File: config.mk
export PLATFORM = sky130hd
export DESIGN_NAME = binary_to_bcd_converter
export DESIGN_NICKNAME = d
export VERILOG_FILES = /design/src/design/b2bcd_pkg.sv /design/src/design/binary_to_bcd_converter.sv
export SDC_FILE = /design/constraint.sdc
export NUM_CORES = 1
export LEC_CHECK = 0
export BUFFER_PORTS_ARGS = -buffer_cell sky130_fd_sc_hd__buf_2
export CAP_MARGIN = 20
export CORE_ASPECT_RATIO = 1.75
export CORE_MARGIN = 1
export CORE_UTILIZATION = 62
export CTS_CLUSTER_SIZE = 12
export DETAILED_ROUTE_END_ITERATION = 16
export GPL_TIMING_DRIVEN = 0
export PLACE_DENSITY = 0.91
export REMOVE_ABC_BUFFERS = 1
export SLEW_MARGIN = 20
export SYNTH_ARGS = -nofsm -noshare
export SYNTH_HDL_FRONTEND = slang
export SYNTH_SLANG_ARGS = --single-unit
File: constraint.sdc
create_clock -name i_clk -period 8.9 [get_ports i_clk]
set_input_delay 0.445 -clock i_clk [delete_from_list [all_inputs] [get_ports i_clk]]
set_output_delay 0.445 -clock i_clk [all_outputs]
set_load 0.02 [all_outputs]
File: src/design/b2bcd_pkg.sv
// Shared constants and helpers for the binary-to-BCD converter.
// Depends on nothing; the converter top level imports it.
package b2bcd_pkg;

    // Fixed port widths of the converter.
    localparam int VALUE_W    = 20;
    localparam int DIGIT_W    = 4;
    localparam int OUT_DIGITS = 6;
    localparam int COUNT_W    = 3;

    // Defaults for the top-level parameters.
    localparam int DEF_INPUT_BITS    = 20;
    localparam int DEF_DIGIT_COLUMNS = 6;

    // Shift-and-add-3 steps folded into one pipeline stage.
    localparam int STEPS_PER_STAGE = 4;

    // Wide enough for ten decimal columns and for a 32-bit input.
    localparam int LIMIT_W = 40;

    // Internal digit count wide enough for ten columns.
    localparam int CNT_W = 4;

    // Double-dabble correction: a digit of five or more gets three added.
    localparam logic [DIGIT_W-1:0] ADD_THRESH = 4'd5;
    localparam logic [DIGIT_W-1:0] ADD_CORR   = 4'd3;
    localparam logic [DIGIT_W-1:0] DIGIT_MAX  = 4'd9;

    // Power of ten, evaluated at elaboration only.
    function automatic logic [LIMIT_W-1:0] pow10(input int n);
        logic [LIMIT_W-1:0] p;
        p = LIMIT_W'(1);
        for (int k = 0; k < n; k++) begin
            p = p * LIMIT_W'(10);
        end
        return p;
    endfunction

endpackage

File: src/design/binary_to_bcd_converter.sv
// Pipelined binary-to-BCD converter (shift and add 3, double dabble).
// Depends on b2bcd_pkg for port widths, defaults and the power-of-ten helper.
//
// Usage: the input channel carries one unsigned binary word per handshake on
// i_value, qualified by i_valid; the converter pushes back with o_stall. A word
// is taken at a rising edge with i_valid high and o_stall low. The output
// channel carries six BCD digits, the number of significant digits (at least
// one) and a too-large flag, qualified by o_valid; the receiver pushes back
// with i_stall, and a word leaves at an edge with o_valid high and i_stall low.
//
// Each dabble stage folds four shift-and-add-3 steps over all digit columns,
// and one last stage forms the digit count and the saturation. Throughput is
// one word per cycle while the receiver does not stall the output.
//
// A value above 10^DIGIT_COLUMNS - 1 sets o_too_large, every kept digit reads
// nine and the count equals the number of columns (capped at six).
// Reset clears all stage valid bits; no word is in flight afterwards. When the
// receiver stalls a valid output word, the whole pipeline holds and o_stall
// is raised in the same cycle, so nothing is dropped or repeated.
module binary_to_bcd_converter #(
    parameter int INPUT_BITS    = b2bcd_pkg::DEF_INPUT_BITS,
    parameter int DIGIT_COLUMNS = b2bcd_pkg::DEF_DIGIT_COLUMNS
) (
    input  logic                            i_clk,
    input  logic                            i_rst_n,
    input  logic                            i_valid,
    output logic                            o_stall,
    input  logic [b2bcd_pkg::VALUE_W-1:0]   i_value,
    output logic                            o_valid,
    input  logic                            i_stall,
    output logic [b2bcd_pkg::DIGIT_W-1:0]   o_digit_hundred_thousands,
    output logic [b2bcd_pkg::DIGIT_W-1:0]   o_digit_ten_thousands,
    output logic [b2bcd_pkg::DIGIT_W-1:0]   o_digit_thousands,
    output logic [b2bcd_pkg::DIGIT_W-1:0]   o_digit_hundreds,
    output logic [b2bcd_pkg::DIGIT_W-1:0]   o_digit_tens,
    output logic [b2bcd_pkg::DIGIT_W-1:0]   o_digit_ones,
    output logic [b2bcd_pkg::COUNT_W-1:0]   o_digit_count,
    output logic                            o_too_large
);
    import b2bcd_pkg::*;

    // Number of dabble stages and width of the packed digit columns.
    localparam int NSTG   = (INPUT_BITS + STEPS_PER_STAGE - 1) / STEPS_PER_STAGE;
    localparam int COLS_W = DIGIT_COLUMNS * DIGIT_W;
    localparam int OUT_W  = OUT_DIGITS * DIGIT_W;
    localparam logic [LIMIT_W-1:0] MAX_VAL = pow10(DIGIT_COLUMNS) - LIMIT_W'(1);
    localparam logic [CNT_W-1:0]   CNT_CAP = CNT_W'(OUT_DIGITS);
    localparam logic [CNT_W-1:0]   CNT_ALL = CNT_W'(DIGIT_COLUMNS);

    // One double-dabble step: correct every column, then shift one bit in.
    function automatic logic [COLS_W-1:0] dd_step(input logic [COLS_W-1:0] c,
                                                  input logic b);
        logic [COLS_W-1:0] a;
        a = c;
        for (int k = 0; k < DIGIT_COLUMNS; k++) begin
            if (a[k*DIGIT_W +: DIGIT_W] >= ADD_THRESH) begin
                a[k*DIGIT_W +: DIGIT_W] = a[k*DIGIT_W +: DIGIT_W] + ADD_CORR;
            end
        end
        return {a[COLS_W-2:0], b};
    endfunction

    // The pipeline moves unless a finished word is held by the receiver.
    logic en;
    assign en      = !(o_valid && i_stall);
    assign o_stall = !en;

    // Only the low INPUT_BITS bits of the port take part; extra bits are zero.
    logic [INPUT_BITS-1:0] v_in;
    for (genvar b = 0; b < INPUT_BITS; b++) begin : g_vin
        if (b < VALUE_W) begin : g_port
            assign v_in[b] = i_value[b];
        end else begin : g_zero
            assign v_in[b] = 1'b0;
        end
    end

    logic big_in;
    assign big_in = {{(LIMIT_W-INPUT_BITS){1'b0}}, v_in} > MAX_VAL;

    // Dabble stages: stage s holds the columns after (s+1)*4 steps (at most
    // INPUT_BITS) and the input bits still to be shifted in, left-aligned.
    logic [COLS_W-1:0]     r_col [NSTG];
    logic [COLS_W-1:0]     n_col [NSTG];
    logic [INPUT_BITS-1:0] r_val [NSTG];
    logic [INPUT_BITS-1:0] n_val [NSTG];
    logic [NSTG-1:0]       r_vld;
    logic [NSTG-1:0]       n_vld;
    logic [NSTG-1:0]       r_big;
    logic [NSTG-1:0]       n_big;

    for (genvar s = 0; s < NSTG; s++) begin : g_stage
        logic [COLS_W-1:0]     src_col;
        logic [INPUT_BITS-1:0] src_val;
        logic                  src_vld;
        logic                  src_big;

        if (s == 0) begin : g_first
            assign src_col = '0;
            assign src_val = v_in;
            assign src_vld = i_valid;
            assign src_big = big_in;
        end else begin : g_next
            assign src_col = r_col[s-1];
            assign src_val = r_val[s-1];
            assign src_vld = r_vld[s-1];
            assign src_big = r_big[s-1];
        end

        always_comb begin
            n_col[s] = src_col;
            for (int j = 0; j < STEPS_PER_STAGE; j++) begin
                if (s * STEPS_PER_STAGE + j < INPUT_BITS) begin
                    n_col[s] = dd_step(n_col[s], src_val[INPUT_BITS-1-j]);
                end
            end
            n_val[s] = src_val << STEPS_PER_STAGE;
            n_vld[s] = src_vld;
            n_big[s] = src_big;
        end

        always_ff @(posedge i_clk) begin
            if (!i_rst_n) begin
                r_vld[s] <= 1'b0;
            end else if (en) begin
                r_vld[s] <= n_vld[s];
            end
        end

        always_ff @(posedge i_clk) begin
            if (en) begin
                r_col[s] <= n_col[s];
                r_val[s] <= n_val[s];
                r_big[s] <= n_big[s];
            end
        end
    end

    // Output stage: saturation, digit count and mapping onto six fields.
    logic [COLS_W-1:0] col_sat;
    logic [CNT_W-1:0]  cnt;
    logic [OUT_W-1:0]  n_digits;
    logic [OUT_W-1:0]  r_digits;
    logic [COUNT_W-1:0] n_count;
    logic [COUNT_W-1:0] r_count;
    logic              r_big_o;
    logic              r_vld_o;

    always_comb begin
        cnt = CNT_W'(1);
        for (int c = 0; c < DIGIT_COLUMNS; c++) begin
            col_sat[c*DIGIT_W +: DIGIT_W] =
                r_big[NSTG-1] ? DIGIT_MAX : r_col[NSTG-1][c*DIGIT_W +: DIGIT_W];
            if (r_col[NSTG-1][c*DIGIT_W +: DIGIT_W] != '0) begin
                cnt = CNT_W'(c + 1);
            end
        end
        if (r_big[NSTG-1]) begin
            cnt = CNT_ALL;
        end
        if (cnt > CNT_CAP) begin
            cnt = CNT_CAP;
        end
        n_count = cnt[COUNT_W-1:0];
    end

    for (genvar d = 0; d < OUT_DIGITS; d++) begin : g_out
        if (d < DIGIT_COLUMNS) begin : g_kept
            assign n_digits[d*DIGIT_W +: DIGIT_W] = col_sat[d*DIGIT_W +: DIGIT_W];
        end else begin : g_blank
            assign n_digits[d*DIGIT_W +: DIGIT_W] = '0;
        end
    end

    always_ff @(posedge i_clk) begin
        if (!i_rst_n) begin
            r_vld_o <= 1'b0;
        end else if (en) begin
            r_vld_o <= r_vld[NSTG-1];
        end
    end

    always_ff @(posedge i_clk) begin
        if (en) begin
            r_digits <= n_digits;
            r_count  <= n_count;
            r_big_o  <= r_big[NSTG-1];
        end
    end

    assign o_valid                   = r_vld_o;
    assign o_digit_ones              = r_digits[0*DIGIT_W +: DIGIT_W];
    assign o_digit_tens              = r_digits[1*DIGIT_W +: DIGIT_W];
    assign o_digit_hundreds          = r_digits[2*DIGIT_W +: DIGIT_W];
    assign o_digit_thousands         = r_digits[3*DIGIT_W +: DIGIT_W];
    assign o_digit_ten_thousands     = r_digits[4*DIGIT_W +: DIGIT_W];
    assign o_digit_hundred_thousands = r_digits[5*DIGIT_W +: DIGIT_W];
    assign o_digit_count             = r_count;
    assign o_too_large               = r_big_o;

    // Every digit leaving the converter is a legal BCD digit.
    a_digits_bcd: assert property (@(posedge i_clk) disable iff (!i_rst_n)
        o_valid |-> (o_digit_ones <= DIGIT_MAX) && (o_digit_tens <= DIGIT_MAX) &&
                    (o_digit_hundreds <= DIGIT_MAX) && (o_digit_thousands <= DIGIT_MAX) &&
                    (o_digit_ten_thousands <= DIGIT_MAX) &&
                    (o_digit_hundred_thousands <= DIGIT_MAX))
        else $error("non-BCD digit on output");

    // A saturated word reports all kept columns as significant.
    a_big_count: assert property (@(posedge i_clk) disable iff (!i_rst_n)
        (o_valid && o_too_large) |->
            (o_digit_count == ((CNT_ALL > CNT_CAP) ? CNT_CAP[COUNT_W-1:0]
                                                   : CNT_ALL[COUNT_W-1:0])))
        else $error("digit count wrong for saturated word");

    // While the receiver holds the output, no stage valid bit moves.
    a_stall_hold: assert property (@(posedge i_clk) disable iff (!i_rst_n)
        (o_valid && i_stall) |=> ($stable(r_vld) && $stable(r_vld_o)))
        else $error("pipeline moved during output stall");

    // Reset leaves no word in flight.
    a_reset_empty: assert property (@(posedge i_clk)
        !i_rst_n |=> (!o_valid && (r_vld == '0)))
        else $error("word in flight after reset");

endmodule
==> results.json <==
{
  "status": "complete, but fails checks",
  "violations": "DRC",
  "drt-wirelength-per-cell_um": 14.0,
  "crit_fanout": 15,
  "setup_ws_ps": 4470,
  "drt_iter0_markers": 425,
  "fill_cells": 1361,
  "cts_buffers": 17,
  "cts-htree-levels": 4,
  "arrival_ps": 4600,
  "postPlaceCellArea_um2": 11800,
  "vias_per_cell": 6.21,
  "grt_overflow": 0,
  "synth_cell_types": 90,
  "synthToLayoutAreaGrowth_pct": 9.42,
  "core-area_um2": 18000,
  "cts_tree": "built",
  "root_buffer": "clkbuf_16",
  "io_pins": 54,
  "post_cts_buffers": 0,
  "crit_required_ps": 9070,
  "finalCriticalPeriod_ps": 4430,
  "first_pass_iters": 12,
  "io_buffers": 53,
  "antenna_cells": 0,
  "grt_pass1_vias": 8905,
  "relSlewSlack_pct": 28.7,
  "grt_pass1_wl_mm": 36.1,
  "rows": 65,
  "async_flop_share_pct": 0,
  "ctsHoldBuffers": 0,
  "crit_type": "flip-flop to flip-flop",
  "synth_area_um2": 11300,
  "grt_max_degree": 63,
  "synth_edf_count": 148,
  "clock_latency_ps": 440,
  "synthTopCellsByCount": "148 x edfxtp_1, 111 x nand2_1, 102 x o21ai_0",
  "cts_resized": 0,
  "fp.dieArea_um2": 18900,
  "totalWireLength_mm": 21.1,
  "synthTopCellsByArea": "edfxtp_1 39%, ha_1 6.4%, o21ai_0 4.5%",
  "max_freq_ghz": 0.226,
  "worstMarginPinSlew_ps": 1060,
  "synth_seq_cells": 154,
  "grt_setup_unrepaired": "false",
  "synth_top_area_share_pct": 39.2,
  "finalSetupViolCount": 0,
  "cts_buffer_depth": 2,
  "post-route-period-util_pct": 49.8,
  "utilization_pct": 69.1,
  "nNetsFinal": 1342,
  "yosysTopAreaCell": "edfxtp_1",
  "clock_sinks": 154,
  "num_vias": 9365,
  "drv_slew": 0,
  "drive_gt1_share_pct": 12.4,
  "dp_hpwl_mm": 15.0,
  "grt_usage_pct": 22.9,
  "antenna_found_initial": 0,
  "fin_skew_ps": 9.86,
  "drv_cap": 0,
  "final_design_area_no_fill_um2": 12400,
  "yosys_warnings": 0,
  "place_ws_ps": 4320,
  "ys_dominant_reg_cell": "edfxtp_1",
  "hold_viol_final": 0,
  "cp-start-kind": "flip-flop",
  "fp.dieH_um": 181,
  "ant_nets": 0,
  "start_util_pct": 63.1,
  "die_w_um": 104,
  "seq_area_frac_synth_pct": 40.2,
  "hold_path_class": "input port to flip-flop",
  "tns_ps": 0,
  "drcViolationCount": 2,
  "syn-instance-count": 1224,
  "syn_avg_cell_area_um2": 9.27,
  "cp-end-kind": "flip-flop",
  "place_congestion": 0.836,
  "yosysMostFrequentCell": "edfxtp_1",
  "clkTransAtPathRegs_ps": 70
}
==> cells by family after synthesis <==
| logic type | after synthesis | synth area share [%] |
|---|---|---|
| xor gates and xnor gates | 48 | 4.20 |
| AOI/OAI and AO/OA | 417 | 24.3 |
| DFF | 154 | 40.2 |
| and+or+nand+nor | 391 | 17.1 |
| buffers and inverters | 114 | 3.86 |
| adders and majority gates | 59 | 6.48 |
| muxes | 41 | 3.84 |
==> path summary, 6_finish.rpt <==
kind / start / end / slack [ps] / cells after the start
setup reg to reg: r_col[0][24] / r_col[0][53] / 4470 / 14
hold / removal: i_value[5] / r_val[0][5] / 190 / 1
setup / recovery: r_col[0][24] / r_col[0][53] / 4470 / 14
hold reg to reg: r_val[0][12] / r_col[0][24] / 420 / 0
==> sequential cells by signal, summed over array words and instances (netlist names) <==
| signal | cells |
|---|---|
| o_digit_count | 3 |
| r_col | 75 |
| o_valid | 1 |
| g_stage.src_vld | 4 |
| r_val | 40 |
| g_stage.src_big | 4 |
| r_digits | 24 |
| r_big | 1 |
| r_vld | 1 |
| o_too_large | 1 |
==> layout make-up <==
class                      instances  area (µm²)  share of cell area [%]
clock inverter                    15         164                    1.32
timing repair buffer              55         320                    2.58
inverter                          76         285                    2.30
multi-input combinational        956        6360                    51.2
clock buffer                      17         425                    3.43
sequential                       154        4560                    36.8
tap                              234         293                    2.36
==> cells in the final DEF (no fill, tap or decap), drive strengths merged, types with 10 or more instances in the layout <==
cell type	instances
inv	82
or3	14
nand2	111
o211ai	11
edfxtp	148
xnor2	39
a211oi	22
a31oi	19
or2	22
o21bai	10
o21ai	116
nor3b	16
o21a	16
nand2b	34
nor3	24
o22ai	15
nor2	86
buf	55
a21boi	11
a21oi	99
ha	58
clkbuf	17
a21o	10
nand3	24
mux2i	24
nor2b	20
mux2	17
==> stage by stage <==
| step | cells | hold WS (ps) |
|---|---|---|
| after global routing | 1507 | 173 |
| after global placement | 1473 | 400 |
| after CTS | 1507 | 174 |
| after floorplan | 1186 | 400 |
| final | 1507 | 186 |
| after detailed placement | 1475 | 405 |
==> per-layer routing <==
| layer | vias to the layer above | wire [µm] | global-route usage [%] |
|---|---|---|---|
| met1 | 4460 | 7800 | 20.9 |
| met2 | 204 | 12200 | 47.8 |
| met3 | 44 | 585 | 3.28 |
| met4 | 0 | 437 | 9.83 |
| li1 | 4657 | - | - |
| met5 | - | 0 | 0 |
==> worst max-delay path, stage by stage, from the launching register on <==
cell and delay [ps]:
edfxtp_1 500, inv_1 140, ha_1 260, nand2b_1 110, a21oi_2 320, mux2i_2 690
o21ai_1 180, xnor2_1 550, ha_1 320, a211oi_1 60, a41oi_1 290, a211oi_2 140
o21ai_1 330, a21oi_2 120, xor2_1 150
Power is left out: the tool's default activity adds up to more than one toggle a clock period on the data nets, which glitch-free logic cannot reach.
